<file path="src/rtl/core/lcbb_pkg.sv">
`timescale 1ns / 1ps
// ----------------------------------------------------------------------------
// lcbb_pkg: shared types and constants
// Request/response structs, table geometry and action codes.
// ----------------------------------------------------------------------------
package lcbb_pkg;

  localparam int Entries    = 16;
  localparam int IdxW       = $clog2(Entries);
  localparam int CntW       = $clog2(Entries + 1);
  localparam int KeyW       = 32;
  localparam int ValW       = 32;
  localparam int CostW      = 17;
  localparam int UsageW     = 21;
  localparam int EvW        = 5;
  localparam int AddrW      = 2;
  localparam logic [CostW-1:0]  Overhead  = CostW'(64);
  localparam logic [UsageW-1:0] BudgetRst = UsageW'(1048576);

  typedef enum logic [1:0] {
    ACT_SET = 2'd0,
    ACT_GET = 2'd1,
    ACT_DEL = 2'd2,
    ACT_NOP = 2'd3
  } action_t;

  localparam logic [AddrW-1:0] REG_BUDGET = AddrW'(0);

  typedef struct packed {
    logic [1:0]       action;
    logic [KeyW-1:0]  key;
    logic [ValW-1:0]  value_in;
    logic [15:0]      payload_bytes;
  } req_t;

  typedef struct packed {
    logic              hit;
    logic [ValW-1:0]   value_out;
    logic [UsageW-1:0] memory_usage;
    logic [EvW-1:0]    evicted_count;
  } rsp_t;

  // commands from the sequencer to the table
  typedef struct packed {
    logic            touch;   // make slot most recent
    logic            drop;    // remove slot
    logic            insert;  // write new key into slot as most recent
    logic            update;  // rewrite value and cost of slot
    logic [IdxW-1:0] slot;
  } tbl_cmd_t;

  // status from the table to the sequencer
  typedef struct packed {
    logic            match;
    logic [IdxW-1:0] match_slot;
    logic [ValW-1:0] match_value;
    logic [CostW-1:0] match_cost;
    logic            any_valid;
    logic            full;
    logic [IdxW-1:0] free_slot;
    logic [IdxW-1:0] oldest_slot;
    logic [CostW-1:0] oldest_cost;
  } tbl_stat_t;

endpackage

</file>
<file path="src/rtl/core/lcbb_table.sv">
`timescale 1ns / 1ps
// ----------------------------------------------------------------------------
// lcbb_table: entry storage with recency ranks
// Holds keys, values, costs and ranks; applies one command per cycle.
// ----------------------------------------------------------------------------
module lcbb_table import lcbb_pkg::*; (
  input  logic            clk,
  input  logic            rst_n,
  input  logic [KeyW-1:0] key,
  input  logic [ValW-1:0] value_in,
  input  logic [CostW-1:0] cost,
  input  tbl_cmd_t        cmd,
  output tbl_stat_t       stat
);

  logic [Entries-1:0]   valid_r, valid_nxt;
  logic [IdxW-1:0]      rank_r [Entries];
  logic [IdxW-1:0]      rank_nxt [Entries];
  logic [KeyW-1:0]      key_r [Entries];
  logic [ValW-1:0]      val_r [Entries];
  logic [CostW-1:0]     cost_r [Entries];

  // the oldest valid entry holds rank count-1, so an equality search suffices
  logic [CntW-1:0] nvalid;
  logic [IdxW-1:0] oldest_rank;
  logic [IdxW-1:0] ref_rank;

  always_comb begin
    nvalid = '0;
    for (int i = 0; i < Entries; i++) begin
      nvalid = nvalid + CntW'(valid_r[i]);
    end
    oldest_rank = IdxW'(nvalid - CntW'(1));
    stat = '0;
    stat.any_valid = |valid_r;
    stat.full      = &valid_r;
    for (int i = Entries - 1; i >= 0; i--) begin
      if (!valid_r[i]) begin
        stat.free_slot = IdxW'(i);
      end
    end
    for (int i = 0; i < Entries; i++) begin
      if (valid_r[i] && key_r[i] == key) begin
        stat.match       = 1'b1;
        stat.match_slot  = IdxW'(i);
        stat.match_value = val_r[i];
        stat.match_cost  = cost_r[i];
      end
      if (valid_r[i] && rank_r[i] == oldest_rank) begin
        stat.oldest_slot = IdxW'(i);
        stat.oldest_cost = cost_r[i];
      end
    end
  end

  always_comb begin
    valid_nxt = valid_r;
    ref_rank  = rank_r[cmd.slot];
    for (int i = 0; i < Entries; i++) begin
      rank_nxt[i] = rank_r[i];
    end
    if (cmd.touch) begin
      for (int i = 0; i < Entries; i++) begin
        if (valid_r[i] && rank_r[i] < ref_rank) rank_nxt[i] = rank_r[i] + 1'b1;
      end
      rank_nxt[cmd.slot] = '0;
    end else if (cmd.drop) begin
      for (int i = 0; i < Entries; i++) begin
        if (valid_r[i] && rank_r[i] > ref_rank) rank_nxt[i] = rank_r[i] - 1'b1;
      end
      valid_nxt[cmd.slot] = 1'b0;
      rank_nxt[cmd.slot]  = '0;
    end else if (cmd.insert) begin
      for (int i = 0; i < Entries; i++) begin
        if (valid_r[i]) rank_nxt[i] = rank_r[i] + 1'b1;
      end
      valid_nxt[cmd.slot] = 1'b1;
      rank_nxt[cmd.slot]  = '0;
    end
  end

  always_ff @(posedge clk) begin
    if (!rst_n) begin
      valid_r <= '0;
      for (int i = 0; i < Entries; i++) rank_r[i] <= '0;
    end else begin
      valid_r <= valid_nxt;
      for (int i = 0; i < Entries; i++) rank_r[i] <= rank_nxt[i];
    end
  end

  always_ff @(posedge clk) begin
    if (cmd.insert) begin
      key_r[cmd.slot] <= key;
    end
    if (cmd.insert || cmd.update) begin
      val_r[cmd.slot]  <= value_in;
      cost_r[cmd.slot] <= cost;
    end
  end

endmodule

</file>
<file path="src/rtl/core/lcbb_seq.sv">
`timescale 1ns / 1ps
// ----------------------------------------------------------------------------
// lcbb_seq: request sequencer
// Steps a request through lookup, then evictions and insert on a set miss or
// a done step otherwise, using one shared usage adder/subtractor and a separate budget comparator.
// ----------------------------------------------------------------------------
module lcbb_seq import lcbb_pkg::*; (
  input  logic              clk,
  input  logic              rst_n,
  input  logic              in_valid,
  output logic              in_stall,
  input  req_t              in_req,
  output logic              out_valid,
  input  logic              out_stall,
  output rsp_t              out_rsp,
  input  logic [UsageW-1:0] budget,
  output logic [KeyW-1:0]   key,
  output logic [ValW-1:0]   value,
  output logic [CostW-1:0]  cost,
  output tbl_cmd_t          cmd,
  input  tbl_stat_t         stat,
  output logic              busy
);

  typedef enum logic [3:0] {
    ST_IDLE  = 4'b0001,
    ST_LOOK  = 4'b0010,
    ST_EVICT = 4'b0100,
    ST_DONE  = 4'b1000
  } state_t;

  state_t            state_r, state_nxt;
  req_t              req_r;
  logic [UsageW-1:0] usage_r, usage_nxt;
  logic [EvW-1:0]    ev_r, ev_nxt;
  logic              hit_r, hit_nxt;
  logic [ValW-1:0]   vout_r, vout_nxt;
  logic              ovalid_r, ovalid_nxt;

  // shared unit: saturating usage add/sub; the budget compare has its own adder
  logic [UsageW-1:0] opa;
  logic [CostW-1:0]  opb;
  logic              op_sub;
  logic [UsageW:0]   sum;
  logic [UsageW-1:0] res;
  logic              over;

  assign cost  = CostW'(req_r.payload_bytes) + Overhead;
  assign key   = req_r.key;
  assign value = req_r.value_in;

  always_comb begin
    sum = op_sub ? ({1'b0, opa} - {{(UsageW-CostW+1){1'b0}}, opb})
                 : ({1'b0, opa} + {{(UsageW-CostW+1){1'b0}}, opb});
    if (op_sub) res = sum[UsageW] ? '0 : sum[UsageW-1:0];
    else        res = sum[UsageW] ? '1 : sum[UsageW-1:0];
    // budget check always on current usage plus the new cost
    over = ({1'b0, usage_r} + {{(UsageW-CostW+1){1'b0}}, cost}) > {1'b0, budget};
  end

  always_comb begin
    state_nxt  = state_r;
    usage_nxt  = usage_r;
    ev_nxt     = ev_r;
    hit_nxt    = hit_r;
    vout_nxt   = vout_r;
    ovalid_nxt = ovalid_r;
    cmd        = '0;
    opa        = usage_r;
    opb        = cost;
    op_sub     = 1'b0;
    if (ovalid_r && !out_stall) ovalid_nxt = 1'b0;
    case (state_r)
      ST_IDLE: begin
        if (in_valid && !in_stall) begin
          state_nxt = ST_LOOK;
          ev_nxt    = '0;
          vout_nxt  = '0;
        end
      end
      ST_LOOK: begin
        hit_nxt = stat.match && (req_r.action != ACT_NOP);
        case (action_t'(req_r.action))
          ACT_SET: begin
            if (stat.match) begin
              // replace: sub old cost now, add new cost in done step
              cmd.touch  = 1'b1;
              cmd.update = 1'b1;
              cmd.slot   = stat.match_slot;
              opb        = stat.match_cost;
              op_sub     = 1'b1;
              usage_nxt  = res;
              state_nxt  = ST_DONE;
            end else begin
              state_nxt = ST_EVICT;
            end
          end
          ACT_GET: begin
            if (stat.match) begin
              cmd.touch = 1'b1;
              cmd.slot  = stat.match_slot;
              vout_nxt  = stat.match_value;
            end
            state_nxt = ST_DONE;
          end
          ACT_DEL: begin
            if (stat.match) begin
              cmd.drop  = 1'b1;
              cmd.slot  = stat.match_slot;
              opb       = stat.match_cost;
              op_sub    = 1'b1;
              usage_nxt = res;
            end
            state_nxt = ST_DONE;
          end
          default: state_nxt = ST_DONE;
        endcase
      end
      ST_EVICT: begin
        if (stat.any_valid && (over || stat.full)) begin
          cmd.drop  = 1'b1;
          cmd.slot  = stat.oldest_slot;
          opb       = stat.oldest_cost;
          op_sub    = 1'b1;
          usage_nxt = res;
          if (ev_r != '1) ev_nxt = ev_r + 1'b1;
        end else begin
          cmd.insert = 1'b1;
          cmd.slot   = stat.free_slot;
          usage_nxt  = res;
          state_nxt  = ST_IDLE;
          ovalid_nxt = 1'b1;
        end
      end
      ST_DONE: begin
        if (req_r.action == ACT_SET) usage_nxt = res;
        state_nxt  = ST_IDLE;
        ovalid_nxt = 1'b1;
      end
      default: state_nxt = ST_IDLE;
    endcase
  end

  // new request only when the result slot is free
  assign in_stall = (state_r != ST_IDLE) || ovalid_r;
  assign busy     = state_r != ST_IDLE;

  always_ff @(posedge clk) begin
    if (!rst_n) begin
      state_r  <= ST_IDLE;
      usage_r  <= '0;
      ovalid_r <= 1'b0;
    end else begin
      state_r  <= (state_r == ST_IDLE && in_stall) ? ST_IDLE : state_nxt;
      usage_r  <= usage_nxt;
      ovalid_r <= ovalid_nxt;
    end
  end

  always_ff @(posedge clk) begin
    if (state_r == ST_IDLE && in_valid && !in_stall) req_r <= in_req;
    ev_r   <= ev_nxt;
    hit_r  <= hit_nxt;
    vout_r <= vout_nxt;
  end

  assign out_valid = ovalid_r;
  always_comb begin
    out_rsp.hit           = hit_r;
    out_rsp.value_out     = vout_r;
    out_rsp.memory_usage  = usage_r;
    out_rsp.evicted_count = ev_r;
  end

endmodule

</file>
<file path="src/rtl/core/lru_cache_byte_budget_top.sv">
`timescale 1ns / 1ps
// ----------------------------------------------------------------------------
// lru_cache_byte_budget_top: lru key-value table under a byte budget
// Get/delete/no-op and set-hit step through lookup and a done step; set-miss
// steps through lookup, then one eviction per cycle through the shared usage
// adder, then the insert. One request at a time; next accepted after result
// is taken. Synchronous reset empties the table, zeroes usage, budget 1048576.
// ----------------------------------------------------------------------------
module lru_cache_byte_budget_top import lcbb_pkg::*; (
  input  logic             clk,
  input  logic             rst_n,
  input  logic             in_valid,
  output logic             in_stall,
  input  req_t             in_data,
  output logic             out_valid,
  input  logic             out_stall,
  output rsp_t             out_data,
  input  logic             cfg_psel,
  input  logic             cfg_penable,
  input  logic             cfg_pwrite,
  input  logic [AddrW-1:0] cfg_paddr,
  input  logic [31:0]      cfg_pwdata,
  output logic [31:0]      cfg_prdata,
  output logic             cfg_pready
);

  logic [UsageW-1:0] budget_r;
  logic [KeyW-1:0]   t_key;
  logic [ValW-1:0]   t_val;
  logic [CostW-1:0]  t_cost;
  tbl_cmd_t          cmd;
  tbl_stat_t         stat;
  logic              busy;

  assign cfg_pready = 1'b1;
  assign cfg_prdata = (cfg_paddr == REG_BUDGET) ? 32'(budget_r) : '0;

  always_ff @(posedge clk) begin
    if (!rst_n) begin
      budget_r <= BudgetRst;
    end else if (cfg_psel && cfg_penable && cfg_pwrite && cfg_paddr == REG_BUDGET) begin
      budget_r <= cfg_pwdata[UsageW-1:0];
    end
  end

  lcbb_seq u_seq (
    .clk, .rst_n, .in_valid, .in_stall, .in_req(in_data),
    .out_valid, .out_stall, .out_rsp(out_data), .budget(budget_r),
    .key(t_key), .value(t_val), .cost(t_cost), .cmd, .stat, .busy
  );

  lcbb_table u_tbl (
    .clk, .rst_n, .key(t_key), .value_in(t_val), .cost(t_cost), .cmd, .stat
  );

  a_one_cmd: assert property (@(posedge clk) disable iff (!rst_n)
    $countones({cmd.touch, cmd.drop, cmd.insert}) <= 1)
    else $error("multiple table commands");
  a_stall_busy: assert property (@(posedge clk) disable iff (!rst_n)
    busy |-> in_stall)
    else $error("input open while busy");
  a_evict_empty: assert property (@(posedge clk) disable iff (!rst_n)
    cmd.drop |-> stat.any_valid)
    else $error("drop on empty table");
  a_insert_free: assert property (@(posedge clk) disable iff (!rst_n)
    cmd.insert |-> !stat.full)
    else $error("insert into full table");

endmodule

</file>
<file path="config.mk">
export PLATFORM = sky130hd
export DESIGN_NAME = lru_cache_byte_budget_top
export DESIGN_NICKNAME = d
export VERILOG_FILES = /design/src/rtl/core/lcbb_pkg.sv /design/src/rtl/core/lcbb_table.sv /design/src/rtl/core/lcbb_seq.sv /design/src/rtl/core/lru_cache_byte_budget_top.sv
export SDC_FILE = /design/constraint.sdc
export NUM_CORES = 2
export LEC_CHECK = 0
export BUFFER_PORTS_ARGS = -buffer_cell sky130_fd_sc_hd__buf_2
export CORE_ASPECT_RATIO = 1.25
export CORE_MARGIN = 4
export CORE_UTILIZATION = 45
export CTS_BUF_LIST = sky130_fd_sc_hd__clkbuf_2 sky130_fd_sc_hd__clkbuf_4 sky130_fd_sc_hd__clkbuf_8
export DETAILED_ROUTE_END_ITERATION = 10
export PLACE_DENSITY = 0.69
export SYNTH_ARGS = -nofsm -noshare
export SYNTH_HDL_FRONTEND = slang
export SYNTH_SLANG_ARGS = --single-unit
</file>
<file path="constraint.sdc">
create_clock -name clk -period 11.9 [get_ports clk]
set_input_delay 1.19 -clock clk [delete_from_list [all_inputs] [get_ports clk]]
set_output_delay 1.19 -clock clk [all_outputs]
set_load 0.02 [all_outputs]
</file>
==> results.md <==
* RePlAce Congestion at between 0.9 and 1
* Static leakage at roughly 0.029 uW
* Min cycle time layout at 11,120 ps
* CP required at 12,780 ps
* Clock Latency Late Sink at around 1100 ps
* Share of cells above drive strength 1 at 14.9%
* Ys async rst share at 0%
* Port bufs at between 150 and 200
* Setup WS post-layout at a little under 800 ps
* YS warnings at 0
* # setup viols final at 0
* WHS at 317 ps
* Worst Hold Path EP: u_seq.req_r[80]
* Vias per inst at ~6.3
* Post-Syn Area at roughly 0.076 sq mm
* Post-route core utilization at between 50 and 60%
* F_max at 90.0 MHz
* Initial core utilization at around 45%
* Average size of a mapped cell at 11.9 sq um
* Die width at 376 um
* Vias in the first global route at roughly 56k
* RSZ-0062 raised after global routing: false
* Top Ports at approximately 220
* Most common cell after layout, fill and taps aside: edfxtp_1
* First-pass DRT Iterations at 10
* Place WS at slightly above 1000 ps
* Final ANT Viol Nets at 0
* RR Startpoint: u_seq.req_r[0]
* Nets at roughly 7k
* CTS tree: yes
* Net switching power figure at between 2000 and 3000 uW
* Skew final at between 100 and 150 ps
* Initial antenna violation count at 11
* Peak VDD IR at roughly 0.13 mV
* Max Slew Vio Count at 0
* Routed wire per std cell at about 27 um
* Total grt overflow at 0
* Crit Path Max Fanout at 21
* Total setup buffers inserted after CTS at 0
* Final WL at around 250,000 um
* Clock root buffer: clkbuf_8
* GRT Total Usage at approximately 27%
* Die ar. at between 0.15 and 0.2 sq mm
* Combinational Power Share at around 6.1%
* WS Path Type: reg2reg
* Worst r2r path cells at 44
* Clock group share of total power at 40.3%
* Max_cap viols at 0
* Sw frac at between 20% and 30%
* Power Internal at about 8600 uW
* CP endpoint kind: flip-flop
* Hold_sp: in_data[80]
* Critical Path Max Stage Delay at 1020 ps
* Rows at roughly 170
* Number of remaining DRC errors at 2
* Total negative slack at 0 ps
* Flop-to-flop setup slack at 780 ps
* Relative slew slack at a little over an eighth
* CTS resizes at 0
* Worst R2R End: u_tbl.rank_r[8][2]
* Syn Inst Count at roughly 6.4k
* DRT iter0 DRCs at 6,991
* Area delta synth->final at 12.1%
* Hold Violations, Final at 0
* Cts hold-fix bufs at 0
* Post-synth EDFFs at 1,416
* Fin crit share at between 90% and 100%
* Dpl cells at 8,682
* Flop pwr share at a little over half
* Crit path arrival time at around 12,000 ps
* CP most frequent cell: a21oi_1
* Most frequent cells in the layout: edfxtp_1, nand2_1, nor2_1, xnor2_1, a21oi_1
* Largest net degree at the start of global routing at roughly 80
* Sequential element share of the synthesized area at between 50% and 60%
* Via count at ~57k
* Worst path slowest cell: a211oi_4
* Clock-pin slew on the worst setup and hold paths at about 60 ps
* Post-Layout Cell Count at about 9k
* Post-DP HPWL at about 160,000 um
* Slew @ Worst Pin at 1300 ps
* TritonCTS Buffers at between 200 and 250
* Global-route wire length before repair at around 360,000 um
* Violated checks: design-rule violations
* Core area at about 0.17 sq mm
* Power Density at 133 mW/mm^2
* Top FF cell, synth: edfxtp_1
* Hold Crit Class: in2reg
* #FFs+latches synth at roughly 1.5k
* Hold path depth at 1
* Overall die height at between 400 and 500 um
* Distinct cells, synth at 98
* Clock tree buffer depth at 3
* Crit start category: flip-flop
* H-tree depth at 4
* Clock sinks at around 1.5k
* Status: finished with violations
==> critical path: cells and delay by family, from the launching register on <==
kind / cells / cell delay, ps
multiplexers: 2 / 520
flip-flops: 1 / 630
AO/OA/AOI/OAI: 23 / 5550
AND/OR/NAND/NOR: 12 / 2230
buffers and inverters: 2 / 690
adder cells (fa/ha/maj): 4 / 1260
XOR/XNOR: 1 / 70
==> sequential cells by signal (all words and copies together), names as in the netlist, named ones only <==
| name | count |
|---|---|
| u_seq.state_r | 4 |
| u_tbl.cost_r | 272 |
| u_tbl.val_r | 512 |
| u_seq.value | 32 |
| budget_r | 21 |
| u_seq.out_valid | 1 |
| u_tbl.key_r | 512 |
| u_seq.opa | 21 |
| u_seq.req_r | 18 |
| u_seq.key | 32 |
| u_seq.hit_r | 1 |
| u_seq.vout_r | 32 |
| u_tbl.rank_r | 64 |
| u_seq.ev_r | 5 |
==> area by class of cell <==
type                       instances  area (sq um)
tap                             2210          2770
multi-input combinational       4328         29200
timing repair buffer             449          3010
fill                           14437         82700
clock inverter                   128          1030
sequential                      1543         45100
inverter                         152           573
antenna                            6          15.0
clock buffer                     312          3870
==> worst max path at each step <==
stage	from	to	slack, ps	cells past startpoint
4_1_cts	u_seq.req_r[0]	u_tbl.rank_r[8][2]	970	44
3_3_place_gp	u_seq.req_r[0]	u_tbl.rank_r[8][2]	1170	44
5_1_grt	u_seq.req_r[0]	u_seq.opa[18]	2	46
3_5_place_dp	u_seq.req_r[0]	u_tbl.rank_r[8][2]	1030	44
2_1_floorplan	u_seq.req_r[0]	u_tbl.rank_r[2][2]	1660	46
6_report	u_seq.req_r[0]	u_tbl.rank_r[8][2]	780	44
==> cell usage after synthesis (all sizes together), types with 19 or more instances <==
cell type     n  area share, %
ha          171            2.8
a22oi        51           0.50
o21a         31           0.31
mux2i        61           0.80
nand2       553            2.7
mux2         40           0.59
nor2        404            2.0
edfxtp     1416             56
o21ai       262            1.7
a211oi       56           0.55
a21oi       312            2.0
o22ai        45           0.37
a2111oi      19           0.22
xnor2       368            4.3
and3         68           0.56
o221a        37           0.55
xor2        248            2.8
a31oi       108            1.0
o211ai       44           0.43
o31ai        21           0.21
or3          27           0.22
nand3       311            2.0
nand2b       74           0.61
nor3        149           0.98
or4          26           0.26
inv         150           0.74
buf         122            1.1
dfxtp       127            3.3
clkbuf      281            1.4
nand4       210            1.7
and2         36           0.30
o221ai       97            1.1
a221oi       31           0.39
a21o         28           0.28
nor2b        31           0.25
nor4        121            1.1
==> through the flow <==
stage	power, uW	cell area [sq um]
after floorplan	6630	76300
after global placement	6880	80600
after detailed placement	6900	80600
after CTS	11500	85500
after global routing	11800	85500
final	11400	85500
==> logic make-up (layout without fill, tap and decap cells) <==
kind of cell    after synthesis  after routing  synth area share (%)
fa+ha+maj                   183            183                  3.12
simple gates               2090           2090                  13.6
buf+inv                     555           1041                  3.28
other cells                   2             18               0.00985
flops                      1543           1543                  59.1
compound gates             1307           1307                  11.7
mux                         101            101                  1.39
xor+xnor                    635            635                  7.76
==> power groups by stage <==
stage	Combinational, uW	Clock, uW	Sequential (uW)
2_1_floorplan	426	0	6200
3_3_place_gp	668	0	6210
3_5_place_dp	686	0	6220
4_1_cts	688	4660	6100
5_1_grt	747	4910	6110
6_report	692	4600	6110
==> routing by layer <==
metal  share of wire [%]  GRT usage (%)  vias up
met5               0.065              0        -
met4                 6.7           16.6        4
met3                  10           6.43      855
met2                  45           43.0     3521
met1                  38           33.8    27782
li1                    -              -    24977
Note: power is estimated with default switching activity, not from simulation.
